$ cat src/bma_pkg.sv
// Package for the buddy allocator: item types, status codes, register indexes
// and controller states. No dependencies.
`timescale 1ns / 1ps

package bma_pkg;

  localparam int AddrW = 20;
  localparam int OrdW  = 4;

  // Configuration register indexes.
  localparam logic CFG_BBL = 1'b0;
  localparam logic CFG_HDR = 1'b1;

  // Operation codes.
  localparam logic KIND_ALLOC = 1'b0;
  localparam logic KIND_FREE  = 1'b1;

  typedef enum logic [1:0] {
    ST_OK        = 2'd0,
    ST_TOO_LARGE = 2'd1,
    ST_NO_BLOCK  = 2'd2,
    ST_BAD_FREE  = 2'd3
  } status_e;

  typedef struct packed {
    logic             kind;
    logic [AddrW-1:0] request_length;
    logic [AddrW-1:0] block_address;
  } req_t;

  typedef struct packed {
    logic [AddrW-1:0] result_address;
    logic [OrdW-1:0]  result_order;
    logic [1:0]       status;
  } rsp_t;

  typedef enum logic [3:0] {
    S_INIT,
    S_IDLE,
    S_DECODE,
    S_SEARCH,
    S_SPLIT,
    S_TAGRD,
    S_TAGCHK,
    S_MERGE_RD,
    S_MERGE_CK,
    S_DONE
  } state_e;

endpackage

$ cat src/buddy_memory_allocator.sv
// Binary buddy allocator over a region of basic blocks.
//
// Usage: an item on the in channel is an allocate or a free; each gives exactly
// one result item on the out channel. Both channels use valid and stall, and an
// item moves at a clock edge with valid high and stall low. The config port
// writes basic_block_log2 (index 0) or header_bytes (index 1) while idle; the
// user is bound to this, as the block itself does not enforce it. A free reads
// and checks the block's tag, then reads and checks the buddy at each merge
// level until the merge stops at a busy buddy or the top; an allocate scans
// free-list nodes from the requested order up to the first free node, one node
// per read, then splits level by level. One item is in work at a time.
// The result goes to an output register, so the next item is taken while a
// finished result waits under stall; a held result stops only the item after.
// Reset: a clearing pass over every tree node writes the free-flag and tag
// memories; in_stall_o stays high during it. Config writes work throughout.
// Depends on bma_pkg, bma_ram and bma_ctrl.
`timescale 1ns / 1ps

module buddy_memory_allocator #(
  parameter int UNITS     = 256,
  parameter int MAX_ORDER = 8
) (
  input  logic          clk_i,
  input  logic          rst_ni,
  input  logic          cfg_we_i,
  input  logic          cfg_idx_i,
  input  logic [6:0]    cfg_data_i,
  input  logic          in_valid_i,
  output logic          in_stall_o,
  input  bma_pkg::req_t in_item_i,
  output logic          out_valid_o,
  input  logic          out_stall_i,
  output bma_pkg::rsp_t out_item_o
);

  logic [3:0] bbl_q;
  logic [6:0] hdr_q;

  logic                 flag_we, flag_wdata, flag_rdata;
  logic [MAX_ORDER:0]   flag_waddr, flag_raddr;
  logic                 tag_we;
  logic [MAX_ORDER-1:0] tag_waddr, tag_raddr;
  logic [4:0]           tag_wdata, tag_rdata;

  // Configuration registers.
  always_ff @(posedge clk_i or negedge rst_ni) begin
    if (!rst_ni) begin
      bbl_q <= 4'd7;
      hdr_q <= 7'd16;
    end else if (cfg_we_i) begin
      if (cfg_idx_i == bma_pkg::CFG_BBL) bbl_q <= cfg_data_i[3:0];
      else hdr_q <= cfg_data_i;
    end
  end

  // Free flag per tree node.
  bma_ram #(.DW(1), .AW(MAX_ORDER + 1)) u_flags (
    .clk_i   (clk_i),
    .we_i    (flag_we),
    .waddr_i (flag_waddr),
    .wdata_i (flag_wdata),
    .raddr_i (flag_raddr),
    .rdata_o (flag_rdata)
  );

  // Allocation tag per basic block.
  bma_ram #(.DW(5), .AW(MAX_ORDER)) u_tags (
    .clk_i   (clk_i),
    .we_i    (tag_we),
    .waddr_i (tag_waddr),
    .wdata_i (tag_wdata),
    .raddr_i (tag_raddr),
    .rdata_o (tag_rdata)
  );

  bma_ctrl #(.UNITS(UNITS), .MAX_ORDER(MAX_ORDER)) u_ctrl (
    .clk_i        (clk_i),
    .rst_ni       (rst_ni),
    .bbl_i        (bbl_q),
    .hdr_i        (hdr_q),
    .in_valid_i   (in_valid_i),
    .in_stall_o   (in_stall_o),
    .in_item_i    (in_item_i),
    .out_valid_o  (out_valid_o),
    .out_stall_i  (out_stall_i),
    .out_item_o   (out_item_o),
    .flag_we_o    (flag_we),
    .flag_waddr_o (flag_waddr),
    .flag_wdata_o (flag_wdata),
    .flag_raddr_o (flag_raddr),
    .flag_rdata_i (flag_rdata),
    .tag_we_o     (tag_we),
    .tag_waddr_o  (tag_waddr),
    .tag_wdata_o  (tag_wdata),
    .tag_raddr_o  (tag_raddr),
    .tag_rdata_i  (tag_rdata)
  );

endmodule

$ cat src/bma_ram.sv
// Simple dual-port synchronous RAM, one write and one registered read port.
// No dependencies.
`timescale 1ns / 1ps

module bma_ram #(
  parameter int DW = 1,
  parameter int AW = 9
) (
  input  logic          clk_i,
  input  logic          we_i,
  input  logic [AW-1:0] waddr_i,
  input  logic [DW-1:0] wdata_i,
  input  logic [AW-1:0] raddr_i,
  output logic [DW-1:0] rdata_o
);

  logic [DW-1:0] mem [2**AW];

  // Write port.
  always_ff @(posedge clk_i) begin
    if (we_i) begin
      mem[waddr_i] <= wdata_i;
    end
  end

  // Registered read port.
  always_ff @(posedge clk_i) begin
    rdata_o <= mem[raddr_i];
  end

endmodule

$ cat src/bma_ctrl.sv
// Sequencer of the buddy allocator: clearing pass, free-block search, split
// and merge walks, result register. Depends on bma_pkg.
`timescale 1ns / 1ps

module bma_ctrl #(
  parameter int UNITS     = 256,
  parameter int MAX_ORDER = 8
) (
  input  logic                 clk_i,
  input  logic                 rst_ni,
  input  logic [3:0]           bbl_i,
  input  logic [6:0]           hdr_i,
  input  logic                 in_valid_i,
  output logic                 in_stall_o,
  input  bma_pkg::req_t        in_item_i,
  output logic                 out_valid_o,
  input  logic                 out_stall_i,
  output bma_pkg::rsp_t        out_item_o,
  output logic                 flag_we_o,
  output logic [MAX_ORDER:0]   flag_waddr_o,
  output logic                 flag_wdata_o,
  output logic [MAX_ORDER:0]   flag_raddr_o,
  input  logic                 flag_rdata_i,
  output logic                 tag_we_o,
  output logic [MAX_ORDER-1:0] tag_waddr_o,
  output logic [4:0]           tag_wdata_o,
  output logic [MAX_ORDER-1:0] tag_raddr_o,
  input  logic [4:0]           tag_rdata_i
);

  localparam int IW  = MAX_ORDER;
  localparam int NAW = MAX_ORDER + 1;
  localparam int Lim = (UNITS < (2 ** MAX_ORDER)) ? UNITS : (2 ** MAX_ORDER);
  localparam logic [NAW-1:0] LimV = NAW'(Lim);
  localparam logic [3:0] MOrd = 4'(MAX_ORDER);

  // Flat node address of (order, index).
  function automatic logic [NAW-1:0] node_of(input logic [3:0] ord, input logic [IW-1:0] idx);
    logic [NAW-1:0] base;
    base = (NAW'(1) << (MOrd - ord)) - NAW'(1);
    return base + NAW'(idx);
  endfunction

  // Highest node index at an order.
  function automatic logic [IW-1:0] last_idx(input logic [3:0] ord);
    logic [NAW-1:0] n;
    n = (NAW'(1) << (MOrd - ord)) - NAW'(1);
    return n[IW-1:0];
  endfunction

  bma_pkg::state_e state_q, state_d;
  bma_pkg::req_t   req_q, req_d;
  bma_pkg::rsp_t   rsp_q, rsp_d, out_q, out_d;
  logic            out_vld_q, out_vld_d;
  logic [3:0]      k_q, k_d;       // requested order
  logic [3:0]      o_q, o_d;       // walking order
  logic [IW-1:0]   i_q, i_d;       // walking index
  logic            s_act_q, s_act_d;
  logic            pend_q, pend_d;
  logic [3:0]      p_ord_q, p_ord_d;
  logic [IW-1:0]   p_idx_q, p_idx_d;
  logic [IW-1:0]   unit_q, unit_d;

  // Shared decode terms.
  logic [20:0]    need;
  logic [3:0]     ksel;
  logic           kfit;
  logic [19:0]    start;
  logic [19:0]    unit_full;
  logic           free_bad;
  logic [NAW-1:0] lim_sh;
  logic           init_free;
  logic           init_end;
  logic           out_free;
  logic [IW-1:0]  bud;
  logic           bud_ok;
  logic [NAW-1:0] bud_top;
  logic           found;
  logic [3:0]     tag_ord;

  // Smallest order whose block holds length plus header.
  always_comb begin
    need = 21'(req_q.request_length) + 21'(hdr_i);
    ksel = 4'd0;
    kfit = 1'b0;
    for (int k = MAX_ORDER; k >= 0; k--) begin
      if ((33'(1) << (k + int'(bbl_i))) >= 33'(need)) begin
        ksel = 4'(k);
        kfit = 1'b1;
      end
    end
  end

  // Validity of a freed address.
  always_comb begin
    start     = req_q.block_address - 20'(hdr_i);
    unit_full = start >> bbl_i;
    free_bad  = (req_q.block_address < 20'(hdr_i)) ||
                ((start & ~(20'hFFFFF << bbl_i)) != 20'd0) ||
                (unit_full >= 20'(Lim));
  end

  // Reset pattern: largest aligned blocks covering the region.
  always_comb begin
    lim_sh    = LimV >> o_q;
    init_free = lim_sh[0] && ({1'b0, i_q} == {lim_sh[NAW-1:1], 1'b0});
    init_end  = (i_q == last_idx(o_q)) && (o_q == MOrd);
  end

  // Walk terms.
  always_comb begin
    out_free = !out_vld_q || !out_stall_i;
    bud      = i_q ^ IW'(1);
    bud_top  = (NAW'(bud) + NAW'(1)) << o_q;
    bud_ok   = (o_q < MOrd) && (bud_top <= LimV);
    found    = pend_q && flag_rdata_i;
    tag_ord  = (tag_rdata_i[3:0] > MOrd) ? MOrd : tag_rdata_i[3:0];
  end

  // Next state.
  always_comb begin
    state_d = state_q;
    unique case (state_q)
      bma_pkg::S_INIT:   if (init_end) state_d = bma_pkg::S_IDLE;
      bma_pkg::S_IDLE:   if (in_valid_i) state_d = bma_pkg::S_DECODE;
      bma_pkg::S_DECODE: begin
        if (req_q.kind == bma_pkg::KIND_FREE) begin
          state_d = free_bad ? bma_pkg::S_DONE : bma_pkg::S_TAGRD;
        end else begin
          state_d = kfit ? bma_pkg::S_SEARCH : bma_pkg::S_DONE;
        end
      end
      bma_pkg::S_SEARCH: begin
        if (found) state_d = bma_pkg::S_SPLIT;
        else if (!s_act_q && !pend_q) state_d = bma_pkg::S_DONE;
      end
      bma_pkg::S_SPLIT:    if (o_q <= k_q) state_d = bma_pkg::S_DONE;
      bma_pkg::S_TAGRD:    state_d = bma_pkg::S_TAGCHK;
      bma_pkg::S_TAGCHK:   state_d = tag_rdata_i[4] ? bma_pkg::S_MERGE_RD : bma_pkg::S_DONE;
      bma_pkg::S_MERGE_RD: state_d = bud_ok ? bma_pkg::S_MERGE_CK : bma_pkg::S_DONE;
      bma_pkg::S_MERGE_CK: state_d = flag_rdata_i ? bma_pkg::S_MERGE_RD : bma_pkg::S_DONE;
      bma_pkg::S_DONE:     if (out_free) state_d = bma_pkg::S_IDLE;
      default:             state_d = bma_pkg::S_INIT;
    endcase
  end

  // Datapath, memory ports and result.
  always_comb begin
    req_d     = req_q;
    rsp_d     = rsp_q;
    out_d     = out_q;
    out_vld_d = out_vld_q && out_stall_i;
    k_d       = k_q;
    o_d       = o_q;
    i_d       = i_q;
    s_act_d   = s_act_q;
    pend_d    = 1'b0;
    p_ord_d   = p_ord_q;
    p_idx_d   = p_idx_q;
    unit_d    = unit_q;
    flag_we_o    = 1'b0;
    flag_waddr_o = node_of(o_q, i_q);
    flag_wdata_o = 1'b0;
    flag_raddr_o = node_of(o_q, i_q);
    tag_we_o     = 1'b0;
    tag_waddr_o  = unit_q;
    tag_wdata_o  = 5'd0;
    tag_raddr_o  = unit_q;
    in_stall_o   = (state_q != bma_pkg::S_IDLE);

    unique case (state_q)
      // Clearing pass: one node a cycle, tags alongside order zero.
      bma_pkg::S_INIT: begin
        flag_we_o    = 1'b1;
        flag_wdata_o = init_free;
        tag_we_o     = (o_q == 4'd0);
        tag_waddr_o  = i_q;
        if (i_q == last_idx(o_q)) begin
          i_d = '0;
          o_d = (o_q == MOrd) ? 4'd0 : o_q + 4'd1;
        end else begin
          i_d = i_q + IW'(1);
        end
      end
      bma_pkg::S_IDLE: begin
        if (in_valid_i) req_d = in_item_i;
      end
      bma_pkg::S_DECODE: begin
        rsp_d = '0;
        if (req_q.kind == bma_pkg::KIND_FREE) begin
          rsp_d.status = free_bad ? bma_pkg::ST_BAD_FREE : bma_pkg::ST_OK;
          unit_d       = unit_full[IW-1:0];
        end else begin
          rsp_d.status = kfit ? bma_pkg::ST_OK : bma_pkg::ST_TOO_LARGE;
          k_d     = ksel;
          o_d     = ksel;
          i_d     = '0;
          s_act_d = 1'b1;
        end
      end
      // Scan orders upward, lowest index first, one read in flight.
      bma_pkg::S_SEARCH: begin
        if (found) begin
          flag_we_o    = 1'b1;
          flag_waddr_o = node_of(p_ord_q, p_idx_q);
          o_d          = p_ord_q;
          i_d          = p_idx_q;
          s_act_d      = 1'b0;
        end else begin
          if (!s_act_q && !pend_q) rsp_d.status = bma_pkg::ST_NO_BLOCK;
          if (s_act_q) begin
            pend_d  = 1'b1;
            p_ord_d = o_q;
            p_idx_d = i_q;
            if (i_q == last_idx(o_q)) begin
              i_d = '0;
              if (o_q == MOrd) s_act_d = 1'b0;
              else o_d = o_q + 4'd1;
            end else begin
              i_d = i_q + IW'(1);
            end
          end
        end
      end
      // Split down, freeing each upper half, then tag the block.
      bma_pkg::S_SPLIT: begin
        if (o_q > k_q) begin
          flag_we_o    = 1'b1;
          flag_wdata_o = 1'b1;
          flag_waddr_o = node_of(o_q - 4'd1, (i_q << 1) | IW'(1));
          o_d          = o_q - 4'd1;
          i_d          = i_q << 1;
        end else begin
          tag_we_o    = 1'b1;
          tag_waddr_o = i_q << k_q;
          tag_wdata_o = {1'b1, k_q};
          rsp_d.result_address = (20'(i_q << k_q) << bbl_i) + 20'(hdr_i);
          rsp_d.result_order   = k_q;
        end
      end
      bma_pkg::S_TAGRD: ;
      bma_pkg::S_TAGCHK: begin
        if (tag_rdata_i[4]) begin
          tag_we_o = 1'b1;
          o_d      = tag_ord;
          i_d      = unit_q >> tag_ord;
        end else begin
          rsp_d.status = bma_pkg::ST_BAD_FREE;
        end
      end
      bma_pkg::S_MERGE_RD: begin
        flag_raddr_o = node_of(o_q, bud);
        if (!bud_ok) begin
          flag_we_o          = 1'b1;
          flag_wdata_o       = 1'b1;
          rsp_d.result_order = o_q;
        end
      end
      bma_pkg::S_MERGE_CK: begin
        flag_we_o = 1'b1;
        if (flag_rdata_i) begin
          flag_waddr_o = node_of(o_q, bud);
          i_d          = i_q >> 1;
          o_d          = o_q + 4'd1;
        end else begin
          flag_wdata_o       = 1'b1;
          rsp_d.result_order = o_q;
        end
      end
      bma_pkg::S_DONE: begin
        if (out_free) begin
          out_d     = rsp_q;
          out_vld_d = 1'b1;
        end
      end
      default: ;
    endcase
  end

  // Control registers.
  always_ff @(posedge clk_i or negedge rst_ni) begin
    if (!rst_ni) begin
      state_q   <= bma_pkg::S_INIT;
      out_vld_q <= 1'b0;
      o_q       <= 4'd0;
      i_q       <= '0;
      s_act_q   <= 1'b0;
      pend_q    <= 1'b0;
    end else begin
      state_q   <= state_d;
      out_vld_q <= out_vld_d;
      o_q       <= o_d;
      i_q       <= i_d;
      s_act_q   <= s_act_d;
      pend_q    <= pend_d;
    end
  end

  // Payload registers.
  always_ff @(posedge clk_i) begin
    req_q   <= req_d;
    rsp_q   <= rsp_d;
    out_q   <= out_d;
    k_q     <= k_d;
    p_ord_q <= p_ord_d;
    p_idx_q <= p_idx_d;
    unit_q  <= unit_d;
  end

  assign out_valid_o = out_vld_q;
  assign out_item_o  = out_q;

endmodule
$ cat config.mk
export PLATFORM = sky130hd
export DESIGN_NAME = buddy_memory_allocator
export DESIGN_NICKNAME = d
export VERILOG_FILES = /design/src/bma_pkg.sv /design/src/buddy_memory_allocator.sv /design/src/bma_ram.sv /design/src/bma_ctrl.sv
export SDC_FILE = /design/constraint.sdc
export NUM_CORES = 2
export LEC_CHECK = 0
export ABC_AREA = 1
export BUFFER_PORTS_ARGS = -buffer_cell sky130_fd_sc_hd__buf_2
export CAP_MARGIN = 20
export CORE_ASPECT_RATIO = 1.75
export CORE_MARGIN = 3
export CORE_UTILIZATION = 60
export CTS_BUF_LIST = sky130_fd_sc_hd__clkbuf_8
export DETAILED_ROUTE_END_ITERATION = 10
export PLACE_DENSITY_LB_ADDON = 0.1
export SLEW_MARGIN = 20
export SYNTH_ARGS = -nofsm -noshare
export SYNTH_HDL_FRONTEND = slang
export SYNTH_SLANG_ARGS = --single-unit
$ cat constraint.sdc
create_clock -name clk_i -period 15.6 [get_ports clk_i]
set_clock_uncertainty 0.1 [all_clocks]
set_input_delay 0.78 -clock clk_i [delete_from_list [all_inputs] [get_ports clk_i]]
set_output_delay 0.78 -clock clk_i [all_outputs]
set_load 0.02 [all_outputs]
==> flow_summary.rst <==
.. list-table::
   :header-rows: 1

   * - Metric
     - Value
   * - Core region area
     - 153300 µm²
   * - Maximum buffer depth of the clock tree
     - 4
   * - Post-detailed-route count of antenna-violating nets
     - 0
   * - Yosys reg bits
     - 1945
   * - Power density over cell area
     - 194.6 nW/µm²
   * - Async set-reset flop share out of synthesis
     - between 1.5 and 2%
   * - Switching share of total power
     - 47.20%
   * - Worst ir drop on vdd
     - slightly above 0.4 mV
   * - Final setup violating endpoints
     - 0
   * - Largest area contributor in the netlist
     - sky130_fd_sc_hd__edfxtp_1
   * - Critical-path cell with the highest stage delay
     - sky130_fd_sc_hd__dfrtp_1
   * - Met2 demand-to-capacity share in global routing
     - a little under three fifths
   * - Series of cell instances along the critical path
     - inv_1 -> ha_1 -> ha_1 -> nor3_1 -> inv_1 -> ha_1 -> fa_1 -> inv_1 -> o21ai_4 -> buf_4 -> clkinv_2 -> buf_4 -> o21ai_0 -> o221ai_1 -> nand3_1 -> o21ai_0 -> o211ai_1 -> nand3_1 -> nand3_1 -> nand2_1 -> nand2_1 -> o21ai_1
   * - Sequential share of the synthesized area
     - a little over three fifths
   * - Chip Height
     - 525.9 µm
   * - Relative max-transition margin
     - 22.08%
   * - Number of instances in the placed design
     - 10540
   * - Number of antenna violations at the first check in global routing
     - 17
   * - Chip width
     - between 300 and 400 µm
   * - Total negative slack
     - 0 ns
   * - Cell count after synthesis
     - 8885
   * - Worst-Skew Late Latency
     - around 0.92 ns
   * - Placement row count
     - 190
   * - Number of top-level design ports
     - between 80 and 90
   * - Final max-slew violation count
     - 0
   * - Cell-internal power
     - ~10000 µW
   * - Kind of start point of the critical path
     - register
   * - Gates resized, CTS repair
     - 0
   * - Vias in the first global route
     - 68150
   * - Xor and xnor fraction of the mapped netlist area
     - 0.5374%
   * - Top post-synthesis cells by area
     - sky130_fd_sc_hd__edfxtp_1 (62%), sky130_fd_sc_hd__nor2_1 (8.9%), sky130_fd_sc_hd__o21ai_0 (6.7%), sky130_fd_sc_hd__ha_1 (3.7%), sky130_fd_sc_hd__o22ai_1 (3.0%)
   * - Fmax achieved
     - 144.6 MHz
   * - CTS Buf Count
     - between 200 and 300
   * - Area growth from synthesis to layout
     - 8.259%
   * - Arrival time at the worst endpoint
     - 7.57 ns
   * - Area share of the largest cell type after synthesis
     - between 60% and 70%
   * - Total global-route track usage
     - 33.90%
   * - Number of library cell types mapped by synthesis
     - 72
   * - Via total after detailed routing
     - 69440
   * - Share of synthesized cell area in full adder, half adder and majority cells
     - ~3.8%
   * - Via density per instance
     - 6.245
   * - Most instantiated cells after synthesis
     - sky130_fd_sc_hd__nor2_1 (2202), sky130_fd_sc_hd__edfxtp_1 (1909), sky130_fd_sc_hd__o21ai_0 (1241)
   * - Synth Area per Inst
     - between 10 and 15 µm²
   * - Post-detailed-placement half-perimeter wirelength
     - ~170000 µm
   * - Met3 layer usage reported by global route
     - 5.189%
   * - Clock sink total
     - 1945
   * - Post-CTS Setup Inserts
     - 0
   * - Reg power frac
     - 31.8%
   * - Critical path data required time
     - 16.26 ns
   * - Critical Path Sink Type
     - register
   * - Path category of the worst min-delay check
     - input port to register
   * - Peak fanout along the critical path
     - slightly above 90
   * - Final period utilization
     - 44.33%
   * - Count of flip-flops with a built-in enable after synthesis
     - 1909
   * - Actual slew at the worst max-slew pin
     - 1.154 ns
   * - NetSw
     - 9212 µW
   * - Most frequent cell after synthesis
     - sky130_fd_sc_hd__nor2_1
   * - GRT Max-Usage Layer
     - met2
   * - Largest family of logic cells by synthesized area
     - simple AND/OR/NAND/NOR gates
   * - Tmin final
     - 6.916 ns
   * - Layout net count
     - between 9000 and 10000
   * - Largest stage delay on the critical path
     - 0.69 ns
   * - Number of iterations in the first detailed-routing pass
     - 7
   * - Result of the run
     - complete, no violations
   * - Minimum hold slack
     - 0.09019 ns
   * - Fraction of final layout cells sized beyond drive strength 1
     - 8.117%
   * - Hold buffer count at CTS
     - 46
   * - Summed instance area of the synthesized netlist
     - 92660 µm²
   * - Wire length of the first global-routing pass
     - between 400000 and 500000 µm
   * - Proportion of synthesized area in mux cells
     - 0.04321%
   * - Clk root buf
     - sky130_fd_sc_hd__clkbuf_8
   * - Overflow left after global routing
     - 0
   * - Htree depth
     - 5
   * - Clock tree from TritonCTS
     - yes
   * - Most used DFF post-synth
     - sky130_fd_sc_hd__edfxtp_1
   * - Number of hold violations in the final report
     - 0
   * - Maximum number of pins on one net before global-route repair
     - 289
   * - Initial standard-cell utilization of the core
     - approximately 60%
   * - Compound-cell area share of the yosys netlist
     - 13.09%
   * - Total of warnings raised by yosys
     - 0
   * - Share of synthesized cell area in and, or, nand and nor gates
     - 15.55%
   * - Unrepaired setup endpoints after global routing
     - no
   * - Clock group share of total power
     - 19.7%
   * - Type of the worst setup path
     - register to register
   * - Portion of total power attributed to combinational logic
     - approximately half
   * - Placer's final routability congestion estimate
     - 0.9883
   * - Number of I/O port buffers
     - 81
   * - Die footprint
     - ~160000 µm²
   * - Number of design rule violations left after detail routing
     - 0
   * - Post-route insts no fill
     - 11120
   * - Max-capacitance violation count
     - 0
   * - Clock transition time at the flip-flop clock pins of the worst setup and hold paths
     - roughly 0.070 ns
   * - WL/cell
     - 24.72 µm
   * - Leakage power total
     - approximately 0.037 µW
   * - Initial detailed-routing violation count
     - 6942
   * - Overall routed net length
     - 274900 µm
   * - Grt met1 use
     - 38.65%
cells in the final DEF, fill, tap and decap left out, types with 55 or more instances in the layout:
cell type	n
sky130_fd_sc_hd__edfxtp_1	1909
sky130_fd_sc_hd__nor2_1	2196
sky130_fd_sc_hd__o221ai_1	93
sky130_fd_sc_hd__nand3_1	280
sky130_fd_sc_hd__nand2_1	701
sky130_fd_sc_hd__ha_1	271
sky130_fd_sc_hd__o22ai_1	445
sky130_fd_sc_hd__buf_2	81
sky130_fd_sc_hd__a21oi_1	174
sky130_fd_sc_hd__o21ai_0	1240
sky130_fd_sc_hd__clkinv_1	72
sky130_fd_sc_hd__buf_4	111
sky130_fd_sc_hd__clkbuf_8	290
sky130_fd_sc_hd__nor3_1	112
sky130_fd_sc_hd__inv_1	429
sky130_fd_sc_hd__nand4_1	55
stage by stage:
step	setup slack [ns]	total power, µW	instance area, µm²	utilization, %
CTS	8.838	19420	100100	65.28
global route	8.317	20470	100300	65.41
detailed placement	8.855	15570	94470	61.61
finish	8.684	19520	100300	65.42
global placement	8.761	15510	94450	61.60
floorplan	3.022	12570	92700	-
routing by layer:
layer	part of all wire (%)	vias up	wire (µm)
met3	7.4	972	20260
met4	8.3	4	22780
met2	50	3308	136400
met1	35	33430	95460
met5	0.011	-	29
li1	-	31730	-
cells by family after synthesis:
logic type	Yosys count
AO/OA/AOI/OAI	2140
multiplexers	4
AND/OR/NAND/NOR	3506
adder cells (fa/ha/maj)	278
other	2
XOR/XNOR	56
flip-flops	1945
buffers and inverters	954
registers in the layout (all words and copies together) (netlist names), 8 cells and up:
register / flops
u_ctrl.rsp_q: 26
u_ctrl.i_q: 8
u_flags.mem: 512
u_ctrl.tag_raddr_o: 8
u_tags.mem: 1280
u_ctrl.req_q: 41
u_ctrl.out_item_o: 26
u_ctrl.p_idx_q: 8
power groups by stage:
stage / clock network [µW] / registers, µW / logic (µW)
3_5_place_dp: 0 / 6310 / 9260
5_1_grt: 4140 / 6200 / 10100
2_1_floorplan: 0 / 6350 / 6230
6_report: 3850 / 6200 / 9460
3_3_place_gp: 0 / 6310 / 9200
4_1_cts: 3910 / 6200 / 9310
final cells by class:
class	instances	area, µm²
multi-input cells	5996	30850
flip-flops and latches	1945	58200
repair buffers	253	2029
well taps	2016	2522
diodes	37	92.59
inverters	381	1459
clock buffers	290	3991
clock inverters	202	1169
fillers	12310	53020
critical path: cells and delay by family, from the launching register on:
family                     cells  cell delay [ns]
AOI/OAI and AO/OA              6             0.91
adders and majority gates      4             1.67
buffers and inverters          6             2.33
DFF                            1             0.69
and+or+nand+nor                6             0.89
path summary, 6_finish.rpt:
check | slack [ns] | depth (start not counted) | from | end
worst max-delay path | 8.68 | 22 | u_ctrl.o_q[0]$_DFFE_PN0P_ | u_flags.rdata_o$_DFF_P_
worst min-delay path | 0.09 | 3 | cfg_data_i[0] | bbl_q[0]$_DFFE_PN1P_
worst max register to register | 8.68 | 22 | u_ctrl.o_q[0]$_DFFE_PN0P_ | u_flags.rdata_o$_DFF_P_
worst min register to register | 0.33 | 0 | u_ctrl.rsp_q[17]$_SDFFCE_PN0P_ | u_ctrl.out_item_o[17]$_DFFE_PP_
max in group asynchronous | 14.19 | 2 | rst_ni | bbl_q[3]$_DFFE_PN0P_
min in group asynchronous | 0.53 | 2 | rst_ni | u_ctrl.i_q[0]$_DFFE_PN0P_
(Power assumes the default switching activity.)
